`config.mk`:
```
export PLATFORM = sky130hd
export DESIGN_NAME = wfjr_ctrl
export DESIGN_NICKNAME = d
export VERILOG_FILES = /design/src/hdl/wfjr_pkg.sv /design/src/hdl/wfjr_ctrl.sv
export SDC_FILE = /design/constraint.sdc
export NUM_CORES = 1
export LEC_CHECK = 0
export BUFFER_PORTS_ARGS = -buffer_cell sky130_fd_sc_hd__clkbuf_2
export CORE_AREA = 2 2 39 41
export CTS_CLUSTER_SIZE = 8
export DETAILED_ROUTE_END_ITERATION = 10
export DIE_AREA = 0 0 41 43
export PLACE_DENSITY = 0.59
export SLEW_MARGIN = 20
export SYNTH_ARGS = -nofsm -noshare
export SYNTH_HDL_FRONTEND = slang
export SYNTH_SLANG_ARGS = --single-unit
```
`constraint.sdc`:
```
create_clock -name clock -period 2 [get_ports clock]
set_clock_uncertainty 0.05 [all_clocks]
set_input_delay 0.2 -clock clock [delete_from_list [all_inputs] [get_ports clock]]
set_output_delay 0.2 -clock clock [all_outputs]
set_load 0.01 [all_outputs]
```
`src/hdl/wfjr_pkg.sv`:
```
// Shared constants, register codes and controller/datapath interface structs
// for the waypoint follower with stall recovery. No dependencies.
package wfjr_pkg;

   localparam int MAX_POINTS  = 1024;
   localparam int SEARCH_HALF = 5;
   localparam int IDX_W       = $clog2(MAX_POINTS);      // table address
   localparam int CNT_W       = $clog2(MAX_POINTS + 1);  // target index, route length
   localparam int COORD_W     = 14;
   localparam int RADIUS_W    = 12;
   localparam int LIMIT_W     = 16;
   localparam int ROUTE_W     = 11;
   localparam int R2_W        = 2 * RADIUS_W;
   localparam int DIFF_W      = COORD_W + 1;
   localparam int SQ_W        = 2 * COORD_W + 1;
   localparam int DIST_W      = SQ_W + 1;

   localparam int REQ_DATA_W  = 72;
   localparam int RSP_DATA_W  = 40;
   localparam int CSR_ADDR_W  = 4;
   localparam int CSR_DATA_W  = 32;

   // register indexes (byte address bits [3:2])
   localparam logic [1:0] REG_REACH_RADIUS = 2'd0;
   localparam logic [1:0] REG_STALL_LIMIT  = 2'd1;
   localparam logic [1:0] REG_ROUTE_LENGTH = 2'd2;

   // item kinds on req_tuser
   localparam logic KIND_LOAD   = 1'b0;
   localparam logic KIND_SAMPLE = 1'b1;

   localparam logic [RADIUS_W-1:0] RADIUS_RESET = RADIUS_W'(50);
   localparam logic [LIMIT_W-1:0]  LIMIT_RESET  = LIMIT_W'(100);

   typedef struct packed {
      logic capture;    // latch sample position, clear stall flag
      logic load_wr;    // write waypoint from input word
      logic dist_rd;    // read current target into distance pipe
      logic fetch_rd;   // read current target for result coordinates
      logic srch_init;  // set search window, enter search mode
      logic srch_step;  // issue next search read
      logic tgt_inc;
      logic tgt_best;   // jump to nearest found, flag stall
      logic tgt_cap;
      logic cnt_clear;
      logic cnt_inc;
      logic out_load;
   } wfjr_cmd_type;

   typedef struct packed {
      logic active;      // current target below route length
      logic dist_valid;
      logic reach;
      logic at_limit;
      logic srch_last;
      logic pipe_empty;
      logic out_free;
   } wfjr_stat_type;

endpackage

```
`src/hdl/wfjr_ctrl.sv`:
```
// Controller state machine: input handshake and per-sample sequencing of
// the datapath. Uses wfjr_pkg.
module wfjr_ctrl (
   input  logic                     clock,
   input  logic                     reset,
   input  logic                     req_tvalid,
   input  logic                     req_tuser,
   output logic                     req_tready,
   input  wfjr_pkg::wfjr_stat_type  stat,
   output wfjr_pkg::wfjr_cmd_type   cmd
);

   localparam logic [2:0] S_IDLE   = 3'd0;
   localparam logic [2:0] S_CHECK  = 3'd1;
   localparam logic [2:0] S_DIST   = 3'd2;
   localparam logic [2:0] S_SEARCH = 3'd3;
   localparam logic [2:0] S_DRAIN  = 3'd4;
   localparam logic [2:0] S_FETCH  = 3'd5;
   localparam logic [2:0] S_READ   = 3'd6;
   localparam logic [2:0] S_DATA   = 3'd7;

   logic [2:0] state_ff, state_in;

   assign req_tready = (state_ff == S_IDLE);

   always_comb begin
      state_in = state_ff;
      cmd      = '0;
      unique case (state_ff)
         S_IDLE: begin
            if (req_tvalid) begin
               if (req_tuser == wfjr_pkg::KIND_LOAD) begin
                  cmd.load_wr = 1'b1;
               end else begin
                  cmd.capture = 1'b1;
                  state_in    = S_CHECK;
               end
            end
         end
         S_CHECK: begin
            if (stat.active) begin
               cmd.dist_rd = 1'b1;
               state_in    = S_DIST;
            end else begin
               state_in = S_FETCH;
            end
         end
         S_DIST: begin
            if (stat.dist_valid) begin
               if (stat.reach) begin
                  cmd.tgt_inc   = 1'b1;
                  cmd.cnt_clear = 1'b1;
                  state_in      = S_FETCH;
               end else if (stat.at_limit) begin
                  cmd.srch_init = 1'b1;
                  state_in      = S_SEARCH;
               end else begin
                  cmd.cnt_inc = 1'b1;
                  state_in    = S_FETCH;
               end
            end
         end
         S_SEARCH: begin
            cmd.srch_step = 1'b1;
            if (stat.srch_last) begin
               state_in = S_DRAIN;
            end
         end
         S_DRAIN: begin
            if (stat.pipe_empty) begin
               cmd.tgt_best  = 1'b1;
               cmd.cnt_clear = 1'b1;
               state_in      = S_FETCH;
            end
         end
         S_FETCH: begin
            cmd.tgt_cap = 1'b1;
            state_in    = S_READ;
         end
         S_READ: begin
            cmd.fetch_rd = 1'b1;
            state_in     = S_DATA;
         end
         S_DATA: begin
            if (stat.out_free) begin
               cmd.out_load = 1'b1;
               state_in     = S_IDLE;
            end
         end
         default: state_in = S_IDLE;
      endcase
   end

   always_ff @(posedge clock) begin
      if (reset) begin
         state_ff <= S_IDLE;
      end else begin
         state_ff <= state_in;
      end
   end

endmodule

```
After elaboration in Yosys (flattened, before gate mapping) --
Index checks and enable logic that the tools add are counted.
Word-level totals: register bits 3, input port bits 11, output and inout port bits 13, word-level logic and storage cells 51
Cells by class: equality and inequality tests 13, muxes and demuxes 35, reduce and logical (&&, ||, !) cells 2
Operator list (count):
- $mux 3 | 9
- $pmux 3 s8 | 1
- $mux 1 | 21
- $eq 3x3->1 const B | 4
- $ne 2x2->1 const B | 6
- $eq 3x2->1 const B | 2
- $mux 2 | 3
- $reduce_and 6->1 | 1
- $eq 3x1->1 const B | 1
- $logic_not 3->1 | 1
- $pmux 1 s2 | 1

Depth between registers and ports, before layout --
word-level depth 4, gate-level depth with buffers 5, depth with buffers taken out 4

Worst setup path after synthesis --
No wires, ideal clock.
path kind reg2reg, start reg state_ff[2], end reg state_ff[0], library setup time 0.119 ns, arrival time 1.255 ns, data required time 1.831 ns, path slack 0.576 ns, cell stages (with the launch flop) 5, buffers on the path 0, clock period less this slack 1.424 ns, cells stage by stage dfxtp_1 -> or3b_4 -> o221ai_4 -> mux2i_1 -> nor3b_2
On the way: longest elaborated chain between the ends 3, elaborated cells on any way between the ends 16, classes of those cells eq/ne: 13; mux: 1; reduce/logical: 2
RTL lines:
- from (decl) | line wfjr_ctrl.sv:22 | logic [2:0] state_ff, state_in;
- from (signal assigned) | line wfjr_ctrl.sv:98 | state_ff <= state_in;
- $eq 3x2->1, or another cell as far along | line wfjr_ctrl.sv:29 | unique case (state_ff)
- $ne 2x2->1 (no source line)
- $reduce_and 6->1 (no source line)
Parallel ways exist; a longest one is shown, timed or not. A chain may end at the register's enable or synchronous reset.

==> run summary <==
The run finished with clean final reports. The worst-case reg-to-reg path depth works out to 4. Global routing finished with a remaining overflow of 0.

The run gives 0 as the count of yosys warnings during synthesis. For this run, the leading register cell type out of synthesis is dfxtp_1. The largest fanout of any net on the critical path works out to 16.

The register name with the most flops was state_ff. After clock tree synthesis, the setup repair step added 0 buffers. At the end of routability-driven placement, the weighted congestion stood at 0.774.

For the placed wire-length estimate after detailed placement, the log shows 707 um. The number of global-route vias before repair came out at 371. The first routing iteration left 8 violations. After layout, the worst path uses 87.0% of the clock period. The wire length of the first global-routing pass came out at 1.44 mm. The endpoint identified for the worst register-to-register timing path is state_ff[1].

For this run, the register share of the synthesized area comes to 15.5%. For the count of non-filler cells in the finished layout, the log shows 92. The tools report the root buffer cell as clkbuf_4.

In this run the power spent charging and discharging nets is 0.000181 W. The power density relative to cell area works out to 817 nW/um^2. Net switching is 41.4% of the power. Setup violations remaining at the end of the flow were counted as 0. The flip-flop count of the largest register after layout was 3; the internal reg-to-reg setup slack was 0.29 ns.

At the pin with the least slew margin, the transition time is 0.496 ns. The worst hold path class was in -> reg. The count of final hold-check violations came out at 0.

Sequential cells burn 27.0% of the power. The wire length per cell is 10.2 um, and the total inserted antenna cells is 0. The tools report the total of max-cap violations as 0. After filler insertion, the fill cell instance count of the layout stands at 153.

The die extent in x came out at 41 um. The tools report the startpoint of the worst register-to-register path as state_ff[0]. For this run, the detailed router's first-pass iteration total came to 4. Clock-pin slew was measured on the worst setup and hold paths at 0.03 ns.

The setup TNS after final layout is 0 ns, and the count of input and output buffers is 23. The routed design could run at a clock period as short as 1.74 ns. The analysis attributes to cell leakage a power of 0.267 nW. The worst setup path is launched from a flip-flop.

For the maximum frequency from static timing analysis, the log shows 575 MHz. The run gives 3 as the number of clock buffers inserted by TritonCTS. The largest registers in the layout are state_ff (3). The logs give 14 for the number of rows created at floorplan and 12.0% for the total global-route track usage. Setup repair after global routing left no endpoint under its margin.

For this design, the CTS-stage hold fixing added 0 buffers. At the worst endpoint, the arrival time is 1.49 ns. The power share of the combinational group is 48.9%.

In the layout the commonest cells are 23 x clkbuf_2, 6 x nor2_1, 4 x nand2_1, 4 x inv_1, 4 x nor3_1. The nature of the critical path endpoint was an output pin. The worst hold path begins at reset. For this block, the routed nets add up to 934 um of wire.

The die covers 1760 um^2. After technology mapping, the gate count stands at 51. The logs give 18.4% for the met2 track utilization from global routing and 0 for the number of pins exceeding their max-slew limit in the final report.

From bottom edge to top edge, the die measures 43 um. The critical path in this run is classified as reg -> out. The number of nets in the layout came out at 88. The post-cts sizing count was 0. The initial antenna violation count is 0.

The tools report the share of power burned in the clock network as 24.1%. For the H-tree depth, the log shows 1. The average instance in the mapped netlist occupies 7.58 um^2.

The logs give 460 for the number of vias after detailed routing and 0 for the residual DRC count. Synthesis produced a netlist with a net count of 62. For this configuration, the core starts out at a cell density of 27.9%.

Entering global routing, the biggest net connects 17 pins. For the antenna violation net count after detailed routing, the log shows 0. The number of synthesized flops with an enable pin was 0.

In the final layout, the share of cells above drive strength 1 is 40.8%. The required time of the critical path was 1.75 ns. TritonCTS built the clock tree. The synthesized netlist contains 30 unique library cells.

The met1 capacity usage during global routing is 13.5%. Capture endpoint of the worst hold path: state_ff[0]. For met3 alone, demand over resource in global routing was 3.66%. In this run, placement finished with an instance count of 88.

The synthesized cell area is 387 um^2. The total clock sinks is 3. 24 I/O pins were placed. In this run, synthesis produced a sequential element count of 3. The worst-case IR drop observed on VDD is 378 uV. The library cell used most frequently in the layout, excluding fill and tap cells, is clkbuf_2.

Along the worst hold path, the cell count comes to 2. In this run the tightest slew margin relative to its limit is 66.9%. For the internal power component, the log shows 0.000256 W. met2 is the most crowded layer. The area growth from synthesis to layout is 38.2%. The number of buffers on the longest clock path is 2, and the floorplan core area is 1380 um^2. The average vias per placed instance was 5.00; the post-synthesis async set-or-reset flop share was 0%. The later-pin clock latency in the skew report was 0.23 ns.
## cells in the mapped netlist, types with 2 or more instances
| master | count | area, um^2 |
|---|---|---|
| inv_1 | 4 | 15.0 |
| nand2_1 | 4 | 15.0 |
| dfxtp_1 | 3 | 60.1 |
| nor3_1 | 4 | 20.0 |
| o21ai_0 | 3 | 15.0 |
| a2111o_1 | 2 | 22.5 |
| nand3_1 | 2 | 10.0 |
| buf_2 | 2 | 10.0 |
| nor2_1 | 6 | 22.5 |
## stage by stage
stage	setup slack [ns]	power [W]	hold slack (ns)	util, %	area, um^2
final	0.261	0.000437	0.177	38.6	534
after detailed placement	0.293	0.000333	0.406	36.7	508
after global placement	0.359	0.000332	0.394	36.7	508
after floorplan	0.576	0.000275	0.219	-	387
after global routing	0.158	0.000483	0.163	38.6	534
after CTS	0.253	0.000444	0.159	38.6	534
## power by group through the flow
stage / Combinational [W] / Sequential, W / Clock [W]
2_1_floorplan: 0.000186 / 0.0000890 / 0
3_3_place_gp: 0.000214 / 0.000117 / 0
3_5_place_dp: 0.000216 / 0.000118 / 0
4_1_cts: 0.000216 / 0.000117 / 0.000112
5_1_grt: 0.000238 / 0.000126 / 0.000119
6_report: 0.000214 / 0.000118 / 0.000105
## layout make-up
cell class | instances | area (um^2) | share of cell area [%]
flip-flops and latches | 3 | 60.1 | 11.2
inverters | 4 | 15.0 | 2.81
repair buffers | 24 | 123 | 23.0
multi-input cells | 41 | 290 | 54.3
clock buffers | 4 | 26.3 | 4.92
well taps | 16 | 20.0 | 3.75
## worst max-delay path by stage
stage / startpoint / endpoint / slack, ns
after CTS: state_ff[0] / cmd[2] / 0.25
after detailed placement: state_ff[0] / state_ff[1] / 0.29
after global routing: state_ff[0] / state_ff[1] / 0.16
after global placement: state_ff[0] / state_ff[1] / 0.36
after floorplan: state_ff[2] / state_ff[0] / 0.58
final: state_ff[0] / cmd[2] / 0.26
## critical path: stages, from the launching register on
cell and delay, ns:
dfxtp_1 0.45, or3b_4 0.49, o22ai_1 0.16, clkbuf_2 0.15
## cells by family after synthesis
group	Yosys count	share of synthesized area, %
compound gates	12	29.1
xor+xnor	1	2.27
buf+inv	7	9.38
flops	3	15.5
mux	1	2.59
simple gates	27	41.1
## metal layers
metal / vias to the layer above / share of wire, % / wire length [um]
li1: 242 / - / -
met1: 196 / 48 / 452
met2: 20 / 40 / 375
met3: 2 / 9.7 / 91
met4: 0 / 1.6 / 15
met5: - / 0 / 0
(Power assumes the default switching activity.)
